[src/hdl/tlv_datapoint_parser_assert.svh]
// assertion macros shared by the tlv datapoint parser modules
// expects clk_i and rst_ni in the scope of each use
`ifndef TLV_DATAPOINT_PARSER_ASSERT_SVH
`define TLV_DATAPOINT_PARSER_ASSERT_SVH

// same-cycle implication
`define TLVDP_ASSERT_NOW(lbl, ante, cons) \
  lbl: assert property (@(posedge clk_i) disable iff (!rst_ni) (ante) |-> (cons)) \
    else $error("tlvdp assertion failed");

// next-cycle implication
`define TLVDP_ASSERT_NEXT(lbl, ante, cons) \
  lbl: assert property (@(posedge clk_i) disable iff (!rst_ni) (ante) |=> (cons)) \
    else $error("tlvdp assertion failed");

`endif

[src/hdl/tlvdp_pkg.sv]
// types and codes for the tlv datapoint parser
// no dependencies
`default_nettype none

package tlvdp_pkg;

  typedef enum logic [1:0] {
    KIND_VALUE_BYTE = 2'd0,
    KIND_SUMMARY    = 2'd1,
    KIND_BAD_TYPE   = 2'd2,
    KIND_OVERRUN    = 2'd3
  } kind_e;

  localparam logic [7:0] TYPE_RAW    = 8'd0;
  localparam logic [7:0] TYPE_BOOL   = 8'd1;
  localparam logic [7:0] TYPE_VALUE  = 8'd2;
  localparam logic [7:0] TYPE_STRING = 8'd3;
  localparam logic [7:0] TYPE_ENUM   = 8'd4;
  localparam logic [7:0] TYPE_BITMAP = 8'd5;

  localparam int unsigned IntBytes = 4;

  typedef struct packed {
    logic [7:0]  data_byte;
    logic        first_byte;
    logic [15:0] msg_length;
    logic [7:0]  skip_count;
  } in_t;

  typedef struct packed {
    kind_e              kind;
    logic [7:0]         dp_id;
    logic [7:0]         dp_type;
    logic [7:0]         value_byte;
    logic signed [31:0] dec_value;
    logic               dec_flag;
    logic [7:0]         value_length;
    logic               record_end;
  } out_t;

endpackage

`default_nettype wire

[src/hdl/tlvdp_parse.sv]
// record parser state and per-byte result logic
// depends on tlvdp_pkg and tlv_datapoint_parser_assert.svh
`default_nettype none
`include "tlv_datapoint_parser_assert.svh"

module tlvdp_parse #(
  parameter int unsigned MAX_MESSAGE_BYTES = 65535
) (
  input  wire logic           clk_i,
  input  wire logic           rst_ni,
  input  wire logic           in_fire_i,
  input  wire tlvdp_pkg::in_t in_data_i,
  output logic                res_valid_o,
  output tlvdp_pkg::out_t     res_o
);

  localparam int unsigned PosMax = (MAX_MESSAGE_BYTES > 255) ? MAX_MESSAGE_BYTES : 255;
  localparam int unsigned PW     = $clog2(PosMax + 1);
  localparam int unsigned LW     = $clog2(MAX_MESSAGE_BYTES + 1);

  typedef enum logic [2:0] {
    PH_IDLE  = 3'd0,
    PH_SKIP  = 3'd1,
    PH_ID    = 3'd2,
    PH_TYPE  = 3'd3,
    PH_LEN   = 3'd4,
    PH_VALUE = 3'd5
  } phase_e;

  phase_e      phase_q, phase_d, phase_c;
  logic [PW-1:0] pos_q, pos_d, pos_c;
  logic [LW-1:0] len_q, len_d, len_c;
  logic [7:0]  id_q, id_d, id_c;
  logic [7:0]  type_q, type_d, type_c;
  logic [7:0]  rlen_q, rlen_d, rlen_c;
  logic [7:0]  cnt_q, cnt_d, cnt_c;
  logic [31:0] acc_q, acc_d, acc_c;
  logic [7:0]  fvb_q, fvb_d, fvb_c;
  logic [7:0]  skip_q, skip_d, skip_c;

  logic [15:0]   len_sat;
  logic [PW:0]   pos_ext;
  logic [PW:0]   len_ext;
  logic [7:0]    b;
  logic          last;
  logic          do_inc;
  logic          emit;
  logic          emit_sum;
  tlvdp_pkg::kind_e kind;
  logic [7:0]    vbyte;
  logic [31:0]   sum_int;
  logic          sum_bool;

  assign b       = in_data_i.data_byte;
  assign len_sat = (in_data_i.msg_length > 16'(MAX_MESSAGE_BYTES)) ?
                   16'(MAX_MESSAGE_BYTES) : in_data_i.msg_length;

  // a first byte restarts the message before the byte itself is parsed
  always_comb begin
    if (in_data_i.first_byte) begin
      phase_c = (in_data_i.skip_count != 8'd0) ? PH_SKIP : PH_ID;
      pos_c   = '0;
      len_c   = LW'(len_sat);
      id_c    = 8'd0;
      type_c  = 8'd0;
      rlen_c  = 8'd0;
      cnt_c   = 8'd0;
      acc_c   = 32'd0;
      fvb_c   = 8'd0;
      skip_c  = in_data_i.skip_count;
    end else begin
      phase_c = phase_q;
      pos_c   = pos_q;
      len_c   = len_q;
      id_c    = id_q;
      type_c  = type_q;
      rlen_c  = rlen_q;
      cnt_c   = cnt_q;
      acc_c   = acc_q;
      fvb_c   = fvb_q;
      skip_c  = skip_q;
    end
  end

  assign pos_ext = {1'b0, pos_c};
  assign len_ext = (PW+1)'(len_c);

  always_comb begin
    phase_d  = phase_c;
    id_d     = id_c;
    type_d   = type_c;
    rlen_d   = rlen_c;
    cnt_d    = cnt_c;
    acc_d    = acc_c;
    fvb_d    = fvb_c;
    skip_d   = skip_c;
    last     = 1'b0;
    do_inc   = 1'b0;
    emit     = 1'b0;
    emit_sum = 1'b0;
    kind     = tlvdp_pkg::KIND_VALUE_BYTE;
    vbyte    = 8'd0;
    unique case (phase_c)
      PH_SKIP: begin
        do_inc = 1'b1;
        skip_d = (skip_c != 8'd0) ? skip_c - 8'd1 : skip_c;
        if (skip_d == 8'd0) begin
          phase_d = PH_ID;
        end
      end
      PH_ID: begin
        if (pos_ext + (PW+1)'(tlvdp_pkg::IntBytes) > len_ext) begin
          phase_d = PH_IDLE;
        end else begin
          do_inc  = 1'b1;
          id_d    = b;
          phase_d = PH_TYPE;
        end
      end
      PH_TYPE: begin
        do_inc  = 1'b1;
        type_d  = b;
        phase_d = PH_LEN;
      end
      PH_LEN: begin
        rlen_d = b;
        cnt_d  = 8'd0;
        acc_d  = 32'd0;
        fvb_d  = 8'd0;
        if (type_c > tlvdp_pkg::TYPE_BITMAP) begin
          emit    = 1'b1;
          kind    = tlvdp_pkg::KIND_BAD_TYPE;
          phase_d = PH_IDLE;
        end else if (pos_ext + (PW+1)'(1) + (PW+1)'(b) > len_ext) begin
          emit    = 1'b1;
          kind    = tlvdp_pkg::KIND_OVERRUN;
          phase_d = PH_IDLE;
        end else if (b == 8'd0) begin
          do_inc   = 1'b1;
          emit     = 1'b1;
          emit_sum = 1'b1;
          kind     = tlvdp_pkg::KIND_SUMMARY;
          phase_d  = PH_ID;
        end else begin
          do_inc  = 1'b1;
          phase_d = PH_VALUE;
        end
      end
      PH_VALUE: begin
        do_inc = 1'b1;
        fvb_d  = (cnt_c == 8'd0) ? b : fvb_c;
        acc_d  = (cnt_c < 8'(tlvdp_pkg::IntBytes)) ? {acc_c[23:0], b} : acc_c;
        cnt_d  = cnt_c + 8'd1;
        last   = (cnt_d == rlen_c);
        if (type_c == tlvdp_pkg::TYPE_RAW || type_c == tlvdp_pkg::TYPE_STRING ||
            type_c == tlvdp_pkg::TYPE_BITMAP) begin
          emit  = 1'b1;
          kind  = tlvdp_pkg::KIND_VALUE_BYTE;
          vbyte = b;
        end else if (last) begin
          emit     = 1'b1;
          emit_sum = 1'b1;
          kind     = tlvdp_pkg::KIND_SUMMARY;
        end
        if (last) begin
          phase_d = PH_ID;
        end
      end
      default: begin
        phase_d = phase_c;
      end
    endcase
  end

  assign pos_d = do_inc ? pos_c + PW'(1) : pos_c;
  assign len_d = len_c;

  // summary from the values left after this byte
  always_comb begin
    sum_int  = 32'd0;
    sum_bool = 1'b0;
    if (type_c == tlvdp_pkg::TYPE_BOOL) begin
      sum_bool = (rlen_d != 8'd0) && (fvb_d != 8'd0);
      sum_int  = {31'd0, sum_bool};
    end else if (type_c == tlvdp_pkg::TYPE_VALUE || type_c == tlvdp_pkg::TYPE_ENUM) begin
      sum_int = acc_d;
      if (type_c == tlvdp_pkg::TYPE_VALUE && fvb_d[7]) begin
        case (rlen_d)
          8'd1:    sum_int = acc_d | 32'hFFFF_FF00;
          8'd2:    sum_int = acc_d | 32'hFFFF_0000;
          8'd3:    sum_int = acc_d | 32'hFF00_0000;
          default: sum_int = acc_d;
        endcase
      end
      sum_bool = (sum_int != 32'd0);
    end
  end

  assign res_valid_o         = in_fire_i && emit;
  assign res_o.kind          = kind;
  assign res_o.dp_id         = id_d;
  assign res_o.dp_type       = type_d;
  assign res_o.value_byte    = vbyte;
  assign res_o.dec_value     = emit_sum ? sum_int : 32'd0;
  assign res_o.dec_flag      = emit_sum ? sum_bool : 1'b0;
  assign res_o.value_length  = rlen_d;
  assign res_o.record_end    = emit_sum || (kind == tlvdp_pkg::KIND_VALUE_BYTE && last);

  always_ff @(posedge clk_i or negedge rst_ni) begin
    if (!rst_ni) begin
      phase_q <= PH_IDLE;
      pos_q   <= '0;
      len_q   <= '0;
      id_q    <= 8'd0;
      type_q  <= 8'd0;
      rlen_q  <= 8'd0;
      cnt_q   <= 8'd0;
      acc_q   <= 32'd0;
      fvb_q   <= 8'd0;
      skip_q  <= 8'd0;
    end else if (in_fire_i) begin
      phase_q <= phase_d;
      pos_q   <= pos_d;
      len_q   <= len_d;
      id_q    <= id_d;
      type_q  <= type_d;
      rlen_q  <= rlen_d;
      cnt_q   <= cnt_d;
      acc_q   <= acc_d;
      fvb_q   <= fvb_d;
      skip_q  <= skip_d;
    end
  end

  // errors end the message
  `TLVDP_ASSERT_NEXT(a_err_ends_msg,
    res_valid_o && (res_o.kind == tlvdp_pkg::KIND_BAD_TYPE ||
    res_o.kind == tlvdp_pkg::KIND_OVERRUN), phase_q == PH_IDLE)
  // errors never close a record
  `TLVDP_ASSERT_NOW(a_err_no_end,
    res_valid_o && (res_o.kind == tlvdp_pkg::KIND_BAD_TYPE ||
    res_o.kind == tlvdp_pkg::KIND_OVERRUN), !res_o.record_end)
  // value bytes only come while inside a record value
  `TLVDP_ASSERT_NOW(a_vbyte_in_value,
    res_valid_o && res_o.kind == tlvdp_pkg::KIND_VALUE_BYTE, phase_c == PH_VALUE)

endmodule

`default_nettype wire

[src/hdl/tlvdp_out_buf.sv]
// result register with a one-beat skid stage
// depends on tlvdp_pkg and tlv_datapoint_parser_assert.svh
`default_nettype none
`include "tlv_datapoint_parser_assert.svh"

module tlvdp_out_buf (
  input  wire logic            clk_i,
  input  wire logic            rst_ni,
  input  wire logic            res_valid_i,
  input  wire tlvdp_pkg::out_t res_i,
  output logic                 full_o,
  output logic                 out_valid_o,
  input  wire logic            out_stall_i,
  output tlvdp_pkg::out_t      out_data_o
);

  logic            out_valid_q;
  logic            skid_valid_q;
  tlvdp_pkg::out_t out_q;
  tlvdp_pkg::out_t skid_q;
  logic            out_fire;

  assign out_fire = out_valid_q && !out_stall_i;

  always_ff @(posedge clk_i or negedge rst_ni) begin
    if (!rst_ni) begin
      out_valid_q  <= 1'b0;
      skid_valid_q <= 1'b0;
    end else if (skid_valid_q) begin
      if (out_fire) begin
        skid_valid_q <= 1'b0;
      end
    end else if (res_valid_i) begin
      if (!out_valid_q || out_fire) begin
        out_valid_q <= 1'b1;
      end else begin
        skid_valid_q <= 1'b1;
      end
    end else if (out_fire) begin
      out_valid_q <= 1'b0;
    end
  end

  always_ff @(posedge clk_i) begin
    if (skid_valid_q) begin
      if (out_fire) begin
        out_q <= skid_q;
      end
    end else if (res_valid_i) begin
      if (!out_valid_q || out_fire) begin
        out_q <= res_i;
      end else begin
        skid_q <= res_i;
      end
    end
  end

  assign full_o      = skid_valid_q;
  assign out_valid_o = out_valid_q;
  assign out_data_o  = out_q;

  // the skid stage only fills behind a waiting result
  `TLVDP_ASSERT_NOW(a_skid_behind_out, skid_valid_q, out_valid_q)
  // a taken result drains the skid stage
  `TLVDP_ASSERT_NEXT(a_skid_drains, skid_valid_q && !out_stall_i, !skid_valid_q && out_valid_q)
  // no beat arrives while the skid stage is full
  `TLVDP_ASSERT_NOW(a_no_beat_when_full, skid_valid_q, !res_valid_i)

endmodule

`default_nettype wire

[src/hdl/tlv_datapoint_parser.sv]
// Streaming id/type/length/value record parser, one message byte per input beat.
// Takes one byte every clock cycle while in_stall_o is low; each byte passes
// through the parser state logic in the cycle it is accepted and its result,
// if any, is registered. A result register plus a one-beat skid stage let input
// continue while a result waits; in_stall_o rises only when both hold a result.
// Depends on tlvdp_pkg, tlvdp_parse and tlvdp_out_buf.
`default_nettype none

module tlv_datapoint_parser #(
  parameter int unsigned MAX_MESSAGE_BYTES = 65535
) (
  input  wire logic            clk_i,
  input  wire logic            rst_ni,
  input  wire logic            in_valid_i,
  output logic                 in_stall_o,
  input  wire tlvdp_pkg::in_t  in_data_i,
  output logic                 out_valid_o,
  input  wire logic            out_stall_i,
  output tlvdp_pkg::out_t      out_data_o
);

  logic            in_fire;
  logic            full;
  logic            res_valid;
  tlvdp_pkg::out_t res;

  assign in_stall_o = full;
  assign in_fire    = in_valid_i && !full;

  tlvdp_parse #(
    .MAX_MESSAGE_BYTES(MAX_MESSAGE_BYTES)
  ) u_parse (
    .clk_i      (clk_i),
    .rst_ni     (rst_ni),
    .in_fire_i  (in_fire),
    .in_data_i  (in_data_i),
    .res_valid_o(res_valid),
    .res_o      (res)
  );

  tlvdp_out_buf u_out_buf (
    .clk_i      (clk_i),
    .rst_ni     (rst_ni),
    .res_valid_i(res_valid),
    .res_i      (res),
    .full_o     (full),
    .out_valid_o(out_valid_o),
    .out_stall_i(out_stall_i),
    .out_data_o (out_data_o)
  );

endmodule

`default_nettype wire
[config.mk]
export PLATFORM = sky130hd
export DESIGN_NAME = tlv_datapoint_parser
export DESIGN_NICKNAME = d
export VERILOG_FILES = /design/src/hdl/tlvdp_pkg.sv /design/src/hdl/tlvdp_parse.sv /design/src/hdl/tlvdp_out_buf.sv /design/src/hdl/tlv_datapoint_parser.sv
export VERILOG_INCLUDE_DIRS = /design/src /design/src/hdl
export SDC_FILE = /design/constraint.sdc
export NUM_CORES = 1
export LEC_CHECK = 0
export ABC_AREA = 1
export BUFFER_PORTS_ARGS = -buffer_cell sky130_fd_sc_hd__buf_2
export CAP_MARGIN = 20
export CORE_MARGIN = 3
export CORE_UTILIZATION = 25
export CTS_CLUSTER_DIAMETER = 30
export CTS_CLUSTER_SIZE = 40
export DETAILED_ROUTE_END_ITERATION = 12
export HOLD_SLACK_MARGIN = 0.06
export PLACE_DENSITY_LB_ADDON = 0.12
export SLEW_MARGIN = 10
export SYNTH_ARGS = -nofsm -noshare
export SYNTH_HDL_FRONTEND = slang
export SYNTH_SLANG_ARGS = --single-unit
[constraint.sdc]
create_clock -name clk_i -period 11.95 [get_ports clk_i]
set_input_delay 3.585 -clock clk_i [delete_from_list [all_inputs] [get_ports clk_i]]
set_output_delay 3.585 -clock clk_i [all_outputs]
set_load 0.02 [all_outputs]
==> impl_metrics.toml, run 1 <==
[min_path]
holdPathStages = 2
min_from = "u_parse.fvb_q[7]"
holdPathEnd = "u_parse.fvb_q[7]"
hold_class = "flip-flop to flip-flop"

[setup_path]
worst-setup-path-type = "input pin to flip-flop"
r2r_slack_ps = 6360
crit_arrival_ps = 9390
path_buf_inv = 6
crit_family = "buffers and inverters"
crit_path_start_kind = "input pin"
cpMaxStageDelayCell = "buf_4"
crit_required_ps = 12160
ff2ff_path_depth = 32
r2r_end = "u_out_buf.out_data_o[28]"
end_kind = "flip-flop"
timing.rr.start = "u_parse.pos_q[0]"
crit_fanout = 51
cpPeakStageDelay_ps = 650
cp_common_cell = "nand2_1"

[route]
vias = 13150
detail-route-antenna-nets = 0
avgRoutedWirePerCell_um = 17.10
drtIter0Drc = 1033
via_per_inst = 4.591
dr.pass1.iters = 5
drc = 0
wirelength_um = 48970

[yosys]
yosysTopAreaCell = "edfxtp_1"
ys.flop_type = "edfxtp_1"
syn_area_per_cell_um2 = 7.939
synth.distinct_cells = 54
synth-edff-count = 136
yosysTopAreaCellShare = 0.2699
synthArstFlopShare = 0.4625
ys_ff_latch = 253
syn-num-nets = 1984
postSynthCellCount = 1906
yosys-top-cells-area = "edfxtp_1 27%, dfrtp_1 19%, nand2_1 14%, o21ai_0 5.0%, inv_1 4.9%"
synth_area_um2 = 15130
yosys_warnings = 0
ys_seq_area_frac = 0.4634

[cts]
postCtsSetupBuffers = 0
numCtsBuffers = 82
cts_hold_buf = 0
cts_tree = "built"
cts_resized = 0
ctsHtreeMaxLevel = 3
root_buffer = "clkbuf_16"
clock_latency_ps = 610
ctsLongestPathBuffers = 3
cts.clk_slew.worst_paths_ps = 40
cts.sink_count = 253

[grt]
grt_usage = 0.1550
antenna_found_initial = 2
grt_overflow = 0
grt_max_degree = 85
grt_pass1_vias = 12819
grt_pass1_wl_um = 76400

[power]
power_frac_clock = 0.598
power.density_nw_per_um2 = 178.7
vdd.ir_drop.worst_mv = 0.09381
p_leak_nw = 8.601
pwr-share-seq = 0.292
power_switching_mw = 0.8991
combPwrFrac = 0.110
p_int_mw = 2.494
power_switching_share = 0.2650

[floorplanning]
die_h_um = 252.0
die_w_um = 252.0
start_util = 0.2545
io_pins = 107
rows = 89
core_um2 = 59460
dieArea_um2 = 63520

[sta]
rsz0062_at_grt = "false"
tns_ps = 0
skew_ps = 32.51
relSlewSlack = 0.2996
setup_viol = 0
timing_hold_violations_final = 0
tightest_slew_ps = 1047
whs_ps = 472.1
final_max_slew_viol_count = 0
min_period_ps = 9182
timing.fmax_ghz = 0.1089
period_share = 0.7683

[placement]
numPortBuffers = 106
dp.cells = 2713
place_congestion = 0.8449
hpwlAfterDp_um = 34030

[layout]
area_growth_pct = 25.47
nNetsFinal = 2102
drive_above_1_share = 0.1612
final_common_cell = "nand2_1"
layout_common_cells = "561 x nand2_1, 196 x inv_1, 152 x o21ai_0"
final_cells = 2864

[flow_run]
maxCapViolCount = 0

[status]
status = "completed"
[sequential cells by signal (all words and copies together) (netlist names)]
signal and count:
u_out_buf.out_data_o 68, u_out_buf.skid_q 68, u_parse.acc_q 32, u_parse.len_q 16, u_parse.pos_q 16, u_parse.cnt_q 8, u_parse.fvb_q 8, u_parse.id_q 8
u_parse.rlen_q 8, u_parse.skip_q 8, u_parse.type_q 8, u_parse.phase_q 3, u_out_buf.full_o 1, u_out_buf.out_valid_o 1
[cell families (layout without fill, tap and decap cells)]
kind of cell             Yosys count  after routing  share of synthesized area
AO/OA/AOI/OAI                    298            298                     0.1113
adder cells (fa/ha/maj)           41             41                    0.03440
AND/OR/NAND/NOR                  966            966                     0.2769
buffers and inverters            298            482                    0.08384
flip-flops                       253            253                     0.4634
multiplexers                      15             15                   0.009922
other                              0              1                          0
XOR/XNOR                          35             35                    0.02026
[worst max path at each step]
stage | start | cells after the start | slack (ps) | to
4_1_cts | in_data_i[24] | 33 | 2780 | u_out_buf.out_data_o[33]
5_1_grt | in_data_i[24] | 33 | 2160 | u_out_buf.out_data_o[28]
2_1_floorplan | in_data_i[24] | 36 | 850 | u_out_buf.out_data_o[0]
3_3_place_gp | in_data_i[24] | 33 | 2260 | u_out_buf.out_data_o[31]
3_5_place_dp | in_data_i[24] | 33 | 2150 | u_out_buf.skid_q[28]
6_report | in_data_i[24] | 32 | 2770 | u_out_buf.out_data_o[28]
[synthesized netlist by cell type, types with 13 or more instances]
cell        n
nand4_1    34
inv_1     197
o21ai_0   152
ha_1       40
o21ai_2    15
nand2_2    15
a21oi_2    13
xor2_1     33
nor2_1    152
buf_6      13
nor3_1     15
mux2i_1    15
edfxtp_1  136
clkbuf_1   43
nand2_1   562
nand3_1   146
buf_2      19
dfrtp_1   117
a21oi_1    74
[metal layers]
layer | vias up | part of all wire | GRT usage
li1 | 6560 | - | -
met1 | 6177 | 0.49 | 0.2187
met2 | 339 | 0.44 | 0.2359
met3 | 72 | 0.053 | 0.03299
met4 | 2 | 0.020 | 0.05224
met5 | - | 0.00014 | 0
[worst min-delay path, delay by kind of cell (launching register included)]
kind	cells	cell delay, ps
simple gates	2	110
flops	1	330
[metrics by stage]
step	setup WS, ps	cell area, µm²	power (mW)	util
6_report	2768	18990	3.394	0.3193
4_1_cts	2783	18980	3.445	0.3192
5_1_grt	2159	18980	3.559	0.3192
3_5_place_dp	2147	16310	1.381	0.2742
3_3_place_gp	2260	16310	1.379	0.2742
2_1_floorplan	850.9	15130	1.258	-
[power groups by stage]
stage / Combinational [mW] / Clock (mW) / Sequential (mW)
after floorplan: 0.254 / 0 / 1.00
after global placement: 0.375 / 0 / 1.00
after detailed placement: 0.377 / 0 / 1.00
after CTS: 0.379 / 2.07 / 0.992
after global routing: 0.427 / 2.14 / 0.997
final: 0.372 / 2.03 / 0.992
[area by class of cell]
cell class	instances	area (µm²)
fill	6332	40480
sequential	253	7013
multi-input combinational	1355	6878
clock buffer	112	2277
tap	773	967.2
inverter	209	787.0
timing repair buffer	123	660.6
clock inverter	38	400.4
antenna	1	2.502
Note: power is estimated with default switching activity, not from simulation.
==> run 2, diff against run 1 <==
- clock period: 11.95 -> 8.9 ns (I/O delays scaled with it)
==> run 2 against run 1 <==
  * Register-to-register slack got worse by 2700 ps
  * Non-clock buffer count rose by 5
  * Critical path depth grew 1
  * Sequential share of layout area is 0.085 points lower
  * Global-route usage increased by 0.26 points
  * Critical endpoint is now u_out_buf.out_data_o[64]
  * Largest cell class unchanged
==> impl_metrics.toml, run 2 (synthesis results as in run 1) <==
[placement]
dp_slack_ps = 911.0
place_area_um2 = 16370
place_congestion = 0.8500
numPortBuffers = 106
hpwlAfterDp_um = 34430

[cts]
numCtsBuffers = 79
ctsLongestPathBuffers = 3
cts.sink_count = 253
cts_tree = "built"
cts.clk_slew.worst_paths_ps = 40
cts_resized = 0
cts_hold_buf = 0
postCtsSetupBuffers = 0
clock_latency_ps = 600
root_buffer = "clkbuf_16"
ctsHtreeMaxLevel = 3

[sta]
final.setup.worst_slack_ps = 1544
relSlewSlack = 0.3584
min_period_ps = 7356
tns_ps = 0
period_share = 0.8266
timing_hold_violations_final = 0
skew_ps = 22.92
setup_viol = 0
rsz0062_at_grt = "false"
timing.fmax_ghz = 0.1359
tightest_slew_ps = 962.4
final_max_slew_viol_count = 0

[setup_path]
crit_end = "u_out_buf.out_data_o[64]"
crit_path_start_kind = "input pin"
cpPeakStageDelay_ps = 640
cp-startpoint = "in_data_i[24]"
r2r_slack_ps = 3680
path_buf_inv = 7
worst-setup-path-type = "input pin to flip-flop"
crit_required_ps = 9160
crit_arrival_ps = 7620
crit_family = "simple AND/OR/NAND/NOR gates"
crit_fanout = 53
cp.depth = 33
cp_common_cell = "nand2_1"
end_kind = "flip-flop"
r2r_end = "u_out_buf.out_data_o[64]"
cpMaxStageDelayCell = "a21oi_4"
timing.rr.start = "u_parse.pos_q[0]"
ff2ff_path_depth = 32

[route]
drtIter0Drc = 866
drc = 0
detail-route-antenna-nets = 0
wirelength_um = 49660
dr.pass1.iters = 5
avgRoutedWirePerCell_um = 17.33
vias = 13234
via_per_inst = 4.618

[grt]
antenna_found_initial = 2
grt_pass1_vias = 13177
grt_overflow = 0
grt_pass1_wl_um = 77760
grt_usage = 0.1576
grt_max_degree = 85

[layout]
final_common_cell = "nand2_1"
drive_above_1_share = 0.1711
area_growth_pct = 25.76
layout_common_cells = "561 x nand2_1, 196 x inv_1, 152 x o21ai_0"
nNetsFinal = 2104
stdcell_area_um2 = 19030

[floorplanning]
io_pins = 107
rows = 89
dieArea_um2 = 63520
core_um2 = 59460
start_util = 0.2545
die_h_um = 252.0
die_w_um = 252.0

[status]
status = "completed"

[power]
vdd.ir_drop.worst_mv = 0.1321
p_leak_nw = 8.611
power.density_nw_per_um2 = 239.6

[flow_run]
maxCapViolCount = 0

[min_path]
hold_class = "flip-flop to flip-flop"
==> run 2: cell types whose count changed in the layout (fill, tap and decap cells not counted), sizes merged <==
| cell | previous run | this run |
|---|---|---|
| inv | 208 | 211 |
| buf | 123 | 128 |
| clkinvlp | 1 | 9 |
| bufinv | 5 | 6 |
| clkbuf | 112 | 95 |
| clkinv | 33 | 35 |
==> run 2: layout make-up <==
| class | instances | area (µm²) |
|---|---|---|
| clock inverter | 52 | 541.8 |
| multi-input combinational | 1355 | 6878 |
| tap | 773 | 967.2 |
| fill | 6357 | 40440 |
| timing repair buffer | 128 | 723.2 |
| antenna | 1 | 2.502 |
| sequential | 253 | 7013 |
| clock buffer | 95 | 2117 |
| inverter | 209 | 787.0 |
==> run 2: worst min-delay path: stages (launching register included) <==
cell and delay (ps):
dfrtp_1 330, nand2_1 50, nand2_1 50
==> run 2: worst min-delay path by stage <==
stage                      startpoint                 to  slack, ps  depth (start not counted)
floorplan           u_parse.pos_q[10]  u_parse.pos_q[10]        450                          2
global placement     u_parse.fvb_q[2]   u_parse.fvb_q[2]        460                          2
detailed placement   u_parse.pos_q[8]   u_parse.pos_q[8]        460                          2
CTS                  u_parse.pos_q[8]   u_parse.pos_q[8]        480                          2
global route        u_parse.pos_q[14]  u_parse.pos_q[14]        490                          2
finish              u_parse.pos_q[14]  u_parse.pos_q[14]        480                          2
==> run 2: report_power, final <==
group / internal (mW) / total (mW) / switching [mW]
Clock: 1.87 / 2.72 / 0.855
Sequential: 1.30 / 1.33 / 0.0365
Combinational: 0.142 / 0.505 / 0.363
==> run 2: per-stage QoR <==
step / hold slack, ps / power, mW / utilization / std cells
after floorplan: 448.8 / 1.688 / - / 1906
after global placement: 464.1 / 1.856 / 0.2753 / 2718
after detailed placement: 464.7 / 1.858 / 0.2753 / 2718
after CTS: 476.2 / 4.624 / 0.3200 / 2865
after global routing: 494.7 / 4.771 / 0.3200 / 2865
final: 475.6 / 4.560 / 0.3200 / 2866
==> run 2: per-layer routing <==
metal  global-route usage  vias up  part of all wire  routed length (µm)
met2               0.2429      345              0.44               21860
met4              0.05191        2             0.024                1176
li1                     -     6566                 -                   -
met1               0.2194     6236              0.48               23860
met3              0.03494       85             0.055                2740
met5                    0        -           0.00040                  20
==> run 3, diff against run 2 <==
- clock period: 8.9 -> 6.5 ns (I/O delays scaled with it)
==> run 3 against run 2 <==
  * Routed wire length is 0.46% higher
  * Power is 44% higher
  * Die area is the same
  * Final cell count increased by 0.59%
  * Clock skew shrank 3.1 ps
  * Highest routed layer is now met4
==> impl_metrics.toml, run 3 (synthesis results as in run 1) <==
[status]
status = "completed"

[sta]
period_share = 0.8713
final_max_slew_viol_count = 0
min_period_ps = 5664
rsz0062_at_grt = "false"
tightest_slew_ps = 984.1
tns_ps = 0
timing_hold_violations_final = 0
setup_viol = 0
skew_ps = 19.83
relSlewSlack = 0.3440
timing.fmax_ghz = 0.1766

[setup_path]
ff2ff_path_depth = 32
crit_fanout = 22
cpPeakStageDelay_ps = 390
end_kind = "flip-flop"
worst-setup-path-type = "input pin to flip-flop"
crit_required_ps = 6740
cpMaxStageDelayCell = "fa_1"
crit_arrival_ps = 5900
cp_common_cell = "nand2_1"
crit_path_start_kind = "input pin"

[placement]
hpwlAfterDp_um = 35060
place_area_um2 = 16600
numPortBuffers = 106
place_congestion = 0.8662

[cts]
numCtsBuffers = 81
cts.sink_count = 253
ctsHtreeMaxLevel = 3
cts_hold_buf = 0
cts.clk_slew.worst_paths_ps = 40
root_buffer = "clkbuf_16"
cts_tree = "built"
postCtsSetupBuffers = 0
ctsLongestPathBuffers = 3
cts_resized = 0
clock_latency_ps = 590

[layout]
multiInputGateArea_um2 = 6932
fill_cells = 6302
drive_above_1_share = 0.1815
nNetsFinal = 2122
final_common_cell = "nand2_1"
register_area_um2 = 7013
layout_common_cells = "558 x nand2_1, 194 x inv_1, 151 x o21ai_0"
area_growth_pct = 28.44
stdcell_area_um2 = 19440
n_antenna_cell = 0

[grt]
grt_overflow = 0
grt_usage = 0.1583
grt_max_degree = 98
grt_pass1_wl_um = 77650
grt_pass1_vias = 13088
antenna_found_initial = 0

[floorplanning]
start_util = 0.2545
dieArea_um2 = 63520
io_pins = 107
die_h_um = 252.0
core_um2 = 59460
die_w_um = 252.0
rows = 89

[power]
p_leak_nw = 8.819
vdd.ir_drop.worst_mv = 0.1444
power.density_nw_per_um2 = 336.7

[route]
via_per_inst = 4.594
vias = 13244
drc = 0
dr.pass1.iters = 7
avgRoutedWirePerCell_um = 17.30
wirelength_um = 49890
drtIter0Drc = 795
detail-route-antenna-nets = 0

[flow_run]
maxCapViolCount = 0

[min_path]
holdPathStages = 2
hold_class = "flip-flop to flip-flop"
## run 3: changes by cell type in the layout (fill, tap and decap cells not counted), moves of 3 or more
cell / delta
clkinvlp_4: -6
buf_4: +14
clkinv_1: -3
clkinv_2: -10
buf_12: +3
clkinv_16: -3
nand2_1: -3
clkbuf_8: +6
bufinv_16: +5
clkbuf_1: +7
clkbuf_16: +3
## run 3: final timing paths
path                                            end  slack (ps)               from
min in group asynchronous         u_parse.acc_q[21]        1470             rst_ni
setup reg to reg           u_out_buf.out_data_o[32]        1990   u_parse.pos_q[0]
setup / recovery           u_out_buf.out_data_o[32]         840      in_data_i[24]
hold / removal                    u_parse.pos_q[14]         470  u_parse.pos_q[14]
hold reg to reg                   u_parse.pos_q[14]         470  u_parse.pos_q[14]
max in group asynchronous         u_parse.len_q[13]        3980             rst_ni
## run 3: worst max-delay path, delay by kind of cell
family	cells	cell delay, ps
adders and majority gates	3	910
xor gates and xnor gates	1	160
and+or+nand+nor	21	1710
buffers and inverters	5	730
AOI/OAI and AO/OA	2	390
## run 3: where the power goes
group          total, mW  switching (mW)  internal, mW
Sequential          1.82          0.0496          1.77
Combinational      0.710           0.503         0.207
Clock               4.01            1.12          2.88
Total               6.54            1.68          4.87
## run 3: routing by layer
metal  global-route usage  share of wire
met5                    0              0
met4              0.05653          0.025
met3              0.03041          0.051
met2               0.2471           0.45
met1               0.2190           0.48
## run 3: cell type report
type,instances,share of cell area
inverter,209,0.04133
clock inverter,38,0.02762
sequential,253,0.3608
clock buffer,111,0.1184
multi-input combinational,1355,0.3566
timing repair buffer,144,0.04545
tap,773,0.04976
## run 3: stage by stage
stage | util | cells | power, mW | hold slack [ps] | setup slack (ps)
4_1_cts | 0.3269 | 2883 | 6.647 | 476.7 | 826.4
3_5_place_dp | 0.2791 | 2734 | 2.565 | 465.5 | 224.5
2_1_floorplan | - | 1906 | 2.323 | 448.8 | -201.3
3_3_place_gp | 0.2791 | 2734 | 2.560 | 463.5 | 205.3
6_report | 0.3269 | 2883 | 6.544 | 472.0 | 836.3
5_1_grt | 0.3269 | 2883 | 6.848 | 501.3 | 337.6
